$ cat src/rtl/core/lfs_pkg.sv
package lfs_pkg;

   // Field widths
   localparam int ERR_W       = 10;
   localparam int SPEED_W     = 15;
   localparam int GAIN_W      = 16;
   localparam int TICK_W      = 10;
   localparam int TARGET_W    = 16;
   localparam int CSR_INDEX_W = 3;
   localparam int CSR_DATA_W  = 16;
   localparam int REQ_DATA_W  = 16;
   localparam int RSP_DATA_W  = 40;

   // Tracking arithmetic
   localparam int SLOW_MULT   = 41;
   localparam int SLOW_SHIFT  = 7;
   localparam int CORR_SHIFT  = 8;
   localparam int ROUND_BIAS  = 128;

   // Error magnitude that must be exceeded before a turn direction is remembered.
   localparam logic signed [ERR_W-1:0] DIRECTION_DEADBAND = 10'sd20;

   // Reset value of the lost-line tick limit.
   localparam logic [TICK_W-1:0] LOST_LIMIT_RESET = 10'd1;

   typedef enum logic [1:0] {
      PHASE_TRACK  = 2'd0,
      PHASE_SEARCH = 2'd1,
      PHASE_STOP   = 2'd2
   } phase_type;

   typedef enum logic [1:0] {
      TURN_NONE  = 2'd0,
      TURN_LEFT  = 2'd1,
      TURN_RIGHT = 2'd2
   } turn_type;

   typedef enum logic [CSR_INDEX_W-1:0] {
      CSR_BASE_SPEED      = 3'd0,
      CSR_MIN_BASE_SPEED  = 3'd1,
      CSR_STEER_GAIN_P    = 3'd2,
      CSR_STEER_GAIN_D    = 3'd3,
      CSR_MAX_CORRECTION  = 3'd4,
      CSR_MAX_WHEEL_SPEED = 3'd5,
      CSR_SEARCH_SPEED    = 3'd6,
      CSR_LOST_LIMIT      = 3'd7
   } csr_index_type;

endpackage

$ cat src/rtl/core/line_follow_steering_core.sv
// PD line-following steering core.
//
// One word on the req_ stream is one control tick: the run enable flag, the
// line-seen flag and the signed line position error. Every accepted word gives
// exactly one word on the rsp_ stream with the left and right wheel targets and
// the drive phase (tracking, searching or stopped).
//
// Gains, speed limits and the lost-line tick limit are written through the
// csr_ port, one register per word; the user must write them only while the
// core is idle, which the core does not enforce. csr_ready is always high.
//
// An accepted word moves from the input register into the result register,
// whose valid flag is rsp_tvalid. The tick's arithmetic (two gain multiplies,
// rounding and clamps) runs in one pass from the input register into the
// result register. Throughput is one word per cycle while rsp_tready is high.
//
// Reset clears the tracking state, sets every CSR to zero except the
// lost-line limit, which becomes one, and empties both registers. When the
// receiver stalls, the result register holds its word, the input register
// takes one more word, and req_tready then drops until rsp_tready returns.
module line_follow_steering_core #(
   parameter int DIRECTION_DEADBAND = lfs_pkg::DIRECTION_DEADBAND
) (
   input  logic                               clock,
   input  logic                               reset,
   input  logic                               req_tvalid,
   output logic                               req_tready,
   // [0] run_enable, [1] line_seen, [11:2] line_error, [15:12] zero
   input  logic [lfs_pkg::REQ_DATA_W-1:0]     req_tdata,
   output logic                               rsp_tvalid,
   input  logic                               rsp_tready,
   // [15:0] left_target, [31:16] right_target, [33:32] drive_phase,
   // [39:34] zero
   output logic [lfs_pkg::RSP_DATA_W-1:0]     rsp_tdata,
   input  logic                               csr_valid,
   output logic                               csr_ready,
   input  logic [lfs_pkg::CSR_INDEX_W-1:0]    csr_index,
   input  logic [lfs_pkg::CSR_DATA_W-1:0]     csr_data
);

   // Deadband at the width of the error field.
   localparam logic signed [lfs_pkg::ERR_W-1:0] DEADBAND_S =
      lfs_pkg::ERR_W'(DIRECTION_DEADBAND);

   // Symmetric clamp of a 17-bit sum onto +-lim, returned as a wheel target.
   function automatic logic signed [15:0] clamp_target(input logic signed [16:0] v,
                                                       input logic [14:0] lim);
      logic signed [16:0] lim_s;
      logic signed [16:0] res;
      lim_s = $signed({2'b00, lim});
      if (v < -lim_s) begin
         res = -lim_s;
      end else if (v > lim_s) begin
         res = lim_s;
      end else begin
         res = v;
      end
      return res[15:0];
   endfunction

   // Configuration registers
   logic [lfs_pkg::SPEED_W-1:0] base_speed_ff;
   logic [lfs_pkg::SPEED_W-1:0] min_base_speed_ff;
   logic [lfs_pkg::GAIN_W-1:0]  steer_gain_p_ff;
   logic [lfs_pkg::GAIN_W-1:0]  steer_gain_d_ff;
   logic [lfs_pkg::SPEED_W-1:0] max_correction_ff;
   logic [lfs_pkg::SPEED_W-1:0] max_wheel_speed_ff;
   logic [lfs_pkg::SPEED_W-1:0] search_speed_ff;
   logic [lfs_pkg::TICK_W-1:0]  lost_limit_ff;

   // Input register
   logic                              in_valid_ff;
   logic                              in_enable_ff;
   logic                              in_seen_ff;
   logic signed [lfs_pkg::ERR_W-1:0]  in_error_ff;

   // Result register
   logic                                 rsp_valid_ff;
   logic signed [lfs_pkg::TARGET_W-1:0]  rsp_left_ff;
   logic signed [lfs_pkg::TARGET_W-1:0]  rsp_right_ff;
   lfs_pkg::phase_type                   rsp_phase_ff;
   logic signed [lfs_pkg::TARGET_W-1:0]  rsp_left_in;
   logic signed [lfs_pkg::TARGET_W-1:0]  rsp_right_in;
   lfs_pkg::phase_type                   rsp_phase_in;

   // Tracking state
   logic signed [lfs_pkg::ERR_W-1:0]  prev_error_ff;
   logic signed [lfs_pkg::ERR_W-1:0]  prev_error_in;
   lfs_pkg::turn_type                 turn_ff;
   lfs_pkg::turn_type                 turn_in;
   logic [lfs_pkg::TICK_W-1:0]        lost_ticks_ff;
   logic [lfs_pkg::TICK_W-1:0]        lost_ticks_in;
   logic                              seen_last_ff;
   logic                              seen_last_in;
   logic                              seen_ever_ff;
   logic                              seen_ever_in;

   // Handshake
   logic advance;
   logic take;

   // Datapath
   logic [lfs_pkg::ERR_W-1:0]     error_mag;
   logic [15:0]                   slow_product;
   logic [8:0]                    slow;
   logic signed [16:0]            base_raw;
   logic [lfs_pkg::SPEED_W-1:0]   base;
   logic signed [10:0]            delta;
   logic signed [26:0]            prod_p;
   logic signed [27:0]            prod_d;
   logic signed [27:0]            rounded;
   logic signed [19:0]            corr_wide;
   logic signed [19:0]            corr_lim;
   logic signed [15:0]            corr;
   logic signed [16:0]            left_sum;
   logic signed [16:0]            right_sum;
   logic signed [15:0]            search_pos;
   logic signed [15:0]            search_neg;
   logic                          spin_left;

   // The result register empties when the receiver takes it; the input
   // register moves forward whenever the result register is free.
   assign advance    = in_valid_ff && (!rsp_valid_ff || rsp_tready);
   assign req_tready = !in_valid_ff || advance;
   assign take       = req_tvalid && req_tready;
   assign csr_ready  = 1'b1;

   assign rsp_tvalid = rsp_valid_ff;
   assign rsp_tdata  = {6'b0, rsp_phase_ff, rsp_right_ff, rsp_left_ff};

   // Base speed, slowed by about 0.32 of the error magnitude and floored.
   always_comb begin
      error_mag    = in_error_ff[lfs_pkg::ERR_W-1] ? lfs_pkg::ERR_W'(-in_error_ff)
                                                   : in_error_ff;
      slow_product = 16'(error_mag) * 16'(lfs_pkg::SLOW_MULT);
      slow         = slow_product[15:lfs_pkg::SLOW_SHIFT];
      base_raw     = $signed({2'b00, base_speed_ff}) - $signed({8'b0, slow});
      base         = (base_raw < $signed({2'b00, min_base_speed_ff})) ? min_base_speed_ff
                                                                      : base_raw[14:0];
   end

   // PD correction with Q8.8 gains, rounded to nearest and clamped.
   always_comb begin
      delta     = seen_last_ff ? (11'(in_error_ff) - 11'(prev_error_ff)) : 11'sd0;
      prod_p    = $signed({1'b0, steer_gain_p_ff}) * in_error_ff;
      prod_d    = $signed({1'b0, steer_gain_d_ff}) * delta;
      rounded   = 28'(prod_p) + prod_d + 28'sd128;
      corr_wide = rounded[27:lfs_pkg::CORR_SHIFT];
      corr_lim  = $signed({5'b0, max_correction_ff});
      if (corr_wide < -corr_lim) begin
         corr = corr_lim[15:0];
         corr = -corr;
      end else if (corr_wide > corr_lim) begin
         corr = corr_lim[15:0];
      end else begin
         corr = corr_wide[15:0];
      end
      left_sum  = $signed({2'b00, base}) + 17'(corr);
      right_sum = $signed({2'b00, base}) - 17'(corr);
   end

   // Spin direction while searching.
   always_comb begin
      search_pos = $signed({1'b0, search_speed_ff});
      search_neg = -search_pos;
      unique case (turn_ff)
         lfs_pkg::TURN_LEFT:  spin_left = 1'b1;
         lfs_pkg::TURN_RIGHT: spin_left = 1'b0;
         default:             spin_left = prev_error_ff[lfs_pkg::ERR_W-1];
      endcase
   end

   // Result and next tracking state for the word in the input register.
   always_comb begin
      prev_error_in = prev_error_ff;
      turn_in       = turn_ff;
      lost_ticks_in = lost_ticks_ff;
      seen_last_in  = seen_last_ff;
      seen_ever_in  = seen_ever_ff;
      rsp_left_in   = '0;
      rsp_right_in  = '0;
      rsp_phase_in  = lfs_pkg::PHASE_STOP;
      priority if (!in_enable_ff) begin
         // Disabled: stop, state untouched.
      end else if (in_seen_ff) begin
         if (in_error_ff < -DEADBAND_S) begin
            turn_in = lfs_pkg::TURN_LEFT;
         end else if (in_error_ff > DEADBAND_S) begin
            turn_in = lfs_pkg::TURN_RIGHT;
         end
         prev_error_in = in_error_ff;
         lost_ticks_in = '0;
         seen_last_in  = 1'b1;
         seen_ever_in  = 1'b1;
         rsp_left_in   = clamp_target(left_sum, max_wheel_speed_ff);
         rsp_right_in  = clamp_target(right_sum, max_wheel_speed_ff);
         rsp_phase_in  = lfs_pkg::PHASE_TRACK;
      end else begin
         seen_last_in = 1'b0;
         if (lost_ticks_ff < lost_limit_ff) begin
            lost_ticks_in = lost_ticks_ff + 1'b1;
         end
         if (seen_ever_ff && (lost_ticks_in < lost_limit_ff)) begin
            rsp_left_in  = spin_left ? search_neg : search_pos;
            rsp_right_in = spin_left ? search_pos : search_neg;
            rsp_phase_in = lfs_pkg::PHASE_SEARCH;
         end
      end
   end

   // Control registers, configuration and tracking state.
   always_ff @(posedge clock) begin
      if (reset) begin
         in_valid_ff        <= 1'b0;
         rsp_valid_ff       <= 1'b0;
         base_speed_ff      <= '0;
         min_base_speed_ff  <= '0;
         steer_gain_p_ff    <= '0;
         steer_gain_d_ff    <= '0;
         max_correction_ff  <= '0;
         max_wheel_speed_ff <= '0;
         search_speed_ff    <= '0;
         lost_limit_ff      <= lfs_pkg::LOST_LIMIT_RESET;
         prev_error_ff      <= '0;
         turn_ff            <= lfs_pkg::TURN_NONE;
         lost_ticks_ff      <= '0;
         seen_last_ff       <= 1'b0;
         seen_ever_ff       <= 1'b0;
      end else begin
         if (take) begin
            in_valid_ff <= 1'b1;
         end else if (advance) begin
            in_valid_ff <= 1'b0;
         end
         if (advance) begin
            rsp_valid_ff <= 1'b1;
         end else if (rsp_tready) begin
            rsp_valid_ff <= 1'b0;
         end
         if (advance) begin
            prev_error_ff <= prev_error_in;
            turn_ff       <= turn_in;
            lost_ticks_ff <= lost_ticks_in;
            seen_last_ff  <= seen_last_in;
            seen_ever_ff  <= seen_ever_in;
         end
         if (csr_valid && csr_ready) begin
            unique case (lfs_pkg::csr_index_type'(csr_index))
               lfs_pkg::CSR_BASE_SPEED:      base_speed_ff      <= csr_data[14:0];
               lfs_pkg::CSR_MIN_BASE_SPEED:  min_base_speed_ff  <= csr_data[14:0];
               lfs_pkg::CSR_STEER_GAIN_P:    steer_gain_p_ff    <= csr_data;
               lfs_pkg::CSR_STEER_GAIN_D:    steer_gain_d_ff    <= csr_data;
               lfs_pkg::CSR_MAX_CORRECTION:  max_correction_ff  <= csr_data[14:0];
               lfs_pkg::CSR_MAX_WHEEL_SPEED: max_wheel_speed_ff <= csr_data[14:0];
               lfs_pkg::CSR_SEARCH_SPEED:    search_speed_ff    <= csr_data[14:0];
               lfs_pkg::CSR_LOST_LIMIT:      lost_limit_ff      <= csr_data[9:0];
               default: ;
            endcase
         end
      end
   end

   // Payload registers.
   always_ff @(posedge clock) begin
      if (take) begin
         in_enable_ff <= req_tdata[0];
         in_seen_ff   <= req_tdata[1];
         in_error_ff  <= req_tdata[11:2];
      end
      if (advance) begin
         rsp_left_ff  <= rsp_left_in;
         rsp_right_ff <= rsp_right_in;
         rsp_phase_ff <= rsp_phase_in;
      end
   end

   // A tick without run enable leaves the tracking state alone.
   assert property (@(posedge clock) disable iff (reset)
      advance && !in_enable_ff |=> $stable(prev_error_ff) && $stable(lost_ticks_ff)
                                   && $stable(turn_ff) && $stable(seen_ever_ff))
      else $error("tracking state changed on a disabled tick");

   // A tick that sees the line clears the lost count and marks the line seen.
   assert property (@(posedge clock) disable iff (reset)
      advance && in_enable_ff && in_seen_ff |=> lost_ticks_ff == '0 && seen_last_ff
                                                && seen_ever_ff)
      else $error("line seen but lost-line state not cleared");

   // Searching always spins in place.
   assert property (@(posedge clock) disable iff (reset)
      rsp_valid_ff && rsp_phase_ff == lfs_pkg::PHASE_SEARCH |-> rsp_left_ff == -rsp_right_ff)
      else $error("search targets are not a spin in place");

   // A word leaving the input register always lands in the result register.
   assert property (@(posedge clock) disable iff (reset)
      advance |=> rsp_valid_ff)
      else $error("result word lost");

   // Stopped words carry zero targets.
   assert property (@(posedge clock) disable iff (reset)
      rsp_valid_ff && rsp_phase_ff == lfs_pkg::PHASE_STOP |-> rsp_left_ff == '0
                                                              && rsp_right_ff == '0)
      else $error("stopped word with nonzero targets");

endmodule
$ cat config.mk
export PLATFORM = sky130hd
export DESIGN_NAME = line_follow_steering_core
export DESIGN_NICKNAME = d
export VERILOG_FILES = /design/src/rtl/core/lfs_pkg.sv /design/src/rtl/core/line_follow_steering_core.sv
export SDC_FILE = /design/constraint.sdc
export NUM_CORES = 2
export LEC_CHECK = 0
export BUFFER_PORTS_ARGS = -buffer_cell sky130_fd_sc_hd__buf_2
export CAP_MARGIN = 10
export CORE_MARGIN = 1
export CORE_UTILIZATION = 45
export DETAILED_ROUTE_END_ITERATION = 10
export GPL_ROUTABILITY_DRIVEN = 0
export PLACE_DENSITY_LB_ADDON = 0.15
export RECOVER_POWER = 50
export SETUP_SLACK_MARGIN = 0.05
export SLEW_MARGIN = 20
export SYNTH_ARGS = -nofsm -noshare
export SYNTH_HDL_FRONTEND = slang
export SYNTH_SLANG_ARGS = --single-unit
$ cat constraint.sdc
create_clock -name clock -period 20 [get_ports clock]
set_input_delay 0 -clock clock [delete_from_list [all_inputs] [get_ports clock]]
set_output_delay 0 -clock clock [all_outputs]
set_load 0.02 [all_outputs]
==> qor.txt <==
Seq/Total Area, Yosys = 16.0%
Hold Crit Class = primary input to flop
Yosys Warn Count = 0
clock share of power = 15.5%
failing checks = capacitance limit, slew limit
critical path endpoint = rsp_right_ff[1]
WP data required = 20240 ps
top area cells in the synthesized netlist = fa_1 (22%), ha_1 (16%), dfxtp_1 (11%)
clock skew = 12.2 ps
CP max FO = 22
Post-Layout Cell Count = 4033
CP peak stage delay = 720 ps
Detailed Route Iter0 Violations = 1483
Critical R2R Launch = in_error_ff[0]
final total power = 2.46 mW
# diodes = 0
Longest Clk Path Bufs = 2
cell mode on critical path = fa_1
Slew @ Worst Pin = 3550 ps
cell with the most instances after synthesis = nand2_1
Ports = 83
register bit total from synthesis = 189
setup slack after layout = 2560 ps
Achievable Freq = 0.0573 GHz
Detail Route Antenna Nets = 0
placed insts = 3970
Worst Reg2Reg Path Length in Cells = 66
CTS clk-pin slew, worst paths = 80 ps
crit end category = flop
switching share of power = 49.1%
vias in the first global route = 22700
Setup crit start kind = flop
Synth async-reset ratio = 0%
worst-skew pair later-pin latency = 470 ps
PD cells = 86.7 mW/mm^2
Int Pwr = 1.25 mW
switching pwr = 1.21 mW
core area = 0.0580 mm^2
final hold viol count = 0
Congestion Overflow GR = 0
top-area cell type share of the netlist area = 22.1%
critical path startpoint = in_error_ff[0]
HPWL after detailed placement = 61.1 mm
Pleak = 13.3 nW
antenna violations before repair = 1
RR Endpoint = rsp_right_ff[1]
CP max-delay cell = a21oi_2
fin. max-slew vios = 146
Setup violations, final = 0
post-route setup TNS = 0 ps
Logic pwr share = 66.9%
drt total wl = 76.7 mm
DRT met1 WL = 33.9 mm
Synth area leader = fa_1
CTS buffer count = 17
routed length per instance = 19.0 um
CTS Sinks = 189
die width = 245 um
GRT Overall Usage = 26.4%
RSZ-0062 raised after global routing = false
port buffer count = 71
final worst path period need = 17440 ps
library cells used by synthesis = 80
full die area = 0.0601 mm^2
Slew headroom = -136%
Total Nets Final = 3923
max cap viols = 2
routed wl met3 = 4.14 mm
R2R Setup Slk = 2560 ps
layout cells sized above 1 = 4.31%
synth cell count leaders = nand2_1 (600), inv_1 (504), ha_1 (334)
Layout area overhead = 6.72%
post_cts resized = 0
Vias = 22300
Syn Area/Cell = 8.15 um^2
ys flop type = dfxtp_1
H-tree levels = 4
Syn Inst Count = 3264
global-route wire length before repair = 124 mm
placed cell areas = 0.0275 mm^2
Starting Density = 45.8%
DIE HEIGHT = 245 um
final instance area = 0.0284 mm^2
Post-synth EDFFs = 46
met2 WL post-DR = 36.5 mm
residual DRC count = 0
TritonCTS clock tree = built
Post-Syn Area = 0.0266 mm^2
critical setup path kind = flop to flop
hold wc startpoint = csr_data[8]
largest net degree at the start of global routing = 75
Fill cells = 5672
vias per cell = 5.53
minimum hold slack = 25.3 ps
Reg power frac = 17.5%
Root Driver = clkbuf_16
TritonRoute pass-1 iters = 7
status = complete, but fails checks
Top Metal Used = met4
worst vdd ir = 0.0776 mV
DP Worst Slack = 2770 ps
WP data arrival = 17680 ps
Finished Core Util = 48.9%
Tcrit/Tclk final = 87.2%
Cell Rows = 88
## critical path: cells and delay by family (launching register included)
kind	cells	cell delay, ps
fa+ha+maj	14	5590
compound gates	24	5070
simple gates	16	3760
buf+inv	9	1090
xor+xnor	2	800
mux	1	500
flops	1	360
## placed cells by master, fill, tap and decap left out, types with 10 or more instances in the layout
cell type      instances
buf_2                 30
xnor2_1               97
buf_4                 26
dlygate4sd3_1         30
nand4_1               23
o221ai_1              29
inv_1                504
nor3_1                43
a21oi_1              211
nand2b_1              24
xor2_1                37
and2_1                49
o21bai_1              10
o21ai_0               63
or3_1                 16
nor4_1                13
nor2_1               162
ha_1                 334
fa_1                 294
clkbuf_1              43
nor2b_1               37
a21o_1                32
or2_2                 14
edfxtp_1              46
clkbuf_16             17
mux2i_1               22
and3_1                67
nand2_1              600
dfxtp_1              143
a22oi_1               15
o21ai_1               10
nand3_1               43
mux2_2                16
o21a_1                28
## power groups by stage
stage               logic [mW]  registers [mW]  clock network (mW)
finish                    1.65           0.431               0.382
global placement          1.55           0.439                   0
floorplan                 1.16           0.444                   0
global route              1.83           0.433               0.402
detailed placement        1.60           0.440                   0
CTS                       1.62           0.431               0.388
## worst min-delay path by stage
stage,slack [ps],depth (start not counted),end
CTS,5,3,search_speed_ff[8]
global placement,180,1,in_error_ff[6]
detailed placement,180,1,in_seen_ff
finish,30,3,search_speed_ff[8]
floorplan,100,0,in_enable_ff
global route,30,3,base_speed_ff[8]
## timing repair
item                                   in CTS  in global routing
endpoints found under the hold margin     100                  1
setup buffers                               0                  0
hold buffers                               29                  1
setup endpoints to repair                   0                  0
## layer usage
| metal | global-route usage [%] | vias up |
|---|---|---|
| li1 | - | 10500 |
| met2 | 44.3 | 709 |
| met3 | 2.25 | 103 |
| met5 | 0 | - |
| met4 | 8.57 | 0 |
| met1 | 35.7 | 11000 |
## state kept, by name, indices dropped and copies added, names as in the netlist, 15 cells and up
signal	flops
steer_gain_d_ff	16
base_speed_ff	15
max_correction_ff	15
max_wheel_speed_ff	15
rsp_right_ff	16
search_speed_ff	15
rsp_left_ff	16
steer_gain_p_ff	16
min_base_speed_ff	15
## layout make-up
class                      count  area, um^2  share of cell area [%]
tap                          765         957                    3.37
multi-input combinational   2412       19800                    69.8
inverter                     505        1900                    6.68
timing repair buffer         130         827                    2.92
sequential                   189        4240                    15.0
clock inverter                15         223                   0.785
clock buffer                  17         425                    1.50
## cells by family (layout without fill, tap and decap cells)
group | Yosys count | count (layout) | synth area share, %
AOI/OAI and AO/OA | 477 | 477 | 11.2
xor gates and xnor gates | 134 | 134 | 4.41
adders and majority gates | 628 | 628 | 37.9
buffers and inverters | 668 | 667 | 9.67
DFF | 189 | 189 | 16.0
muxes | 38 | 38 | 1.51
other | 2 | 7 | 0.0282
and+or+nand+nor | 1128 | 1128 | 19.4
(Power assumes the default switching activity.)
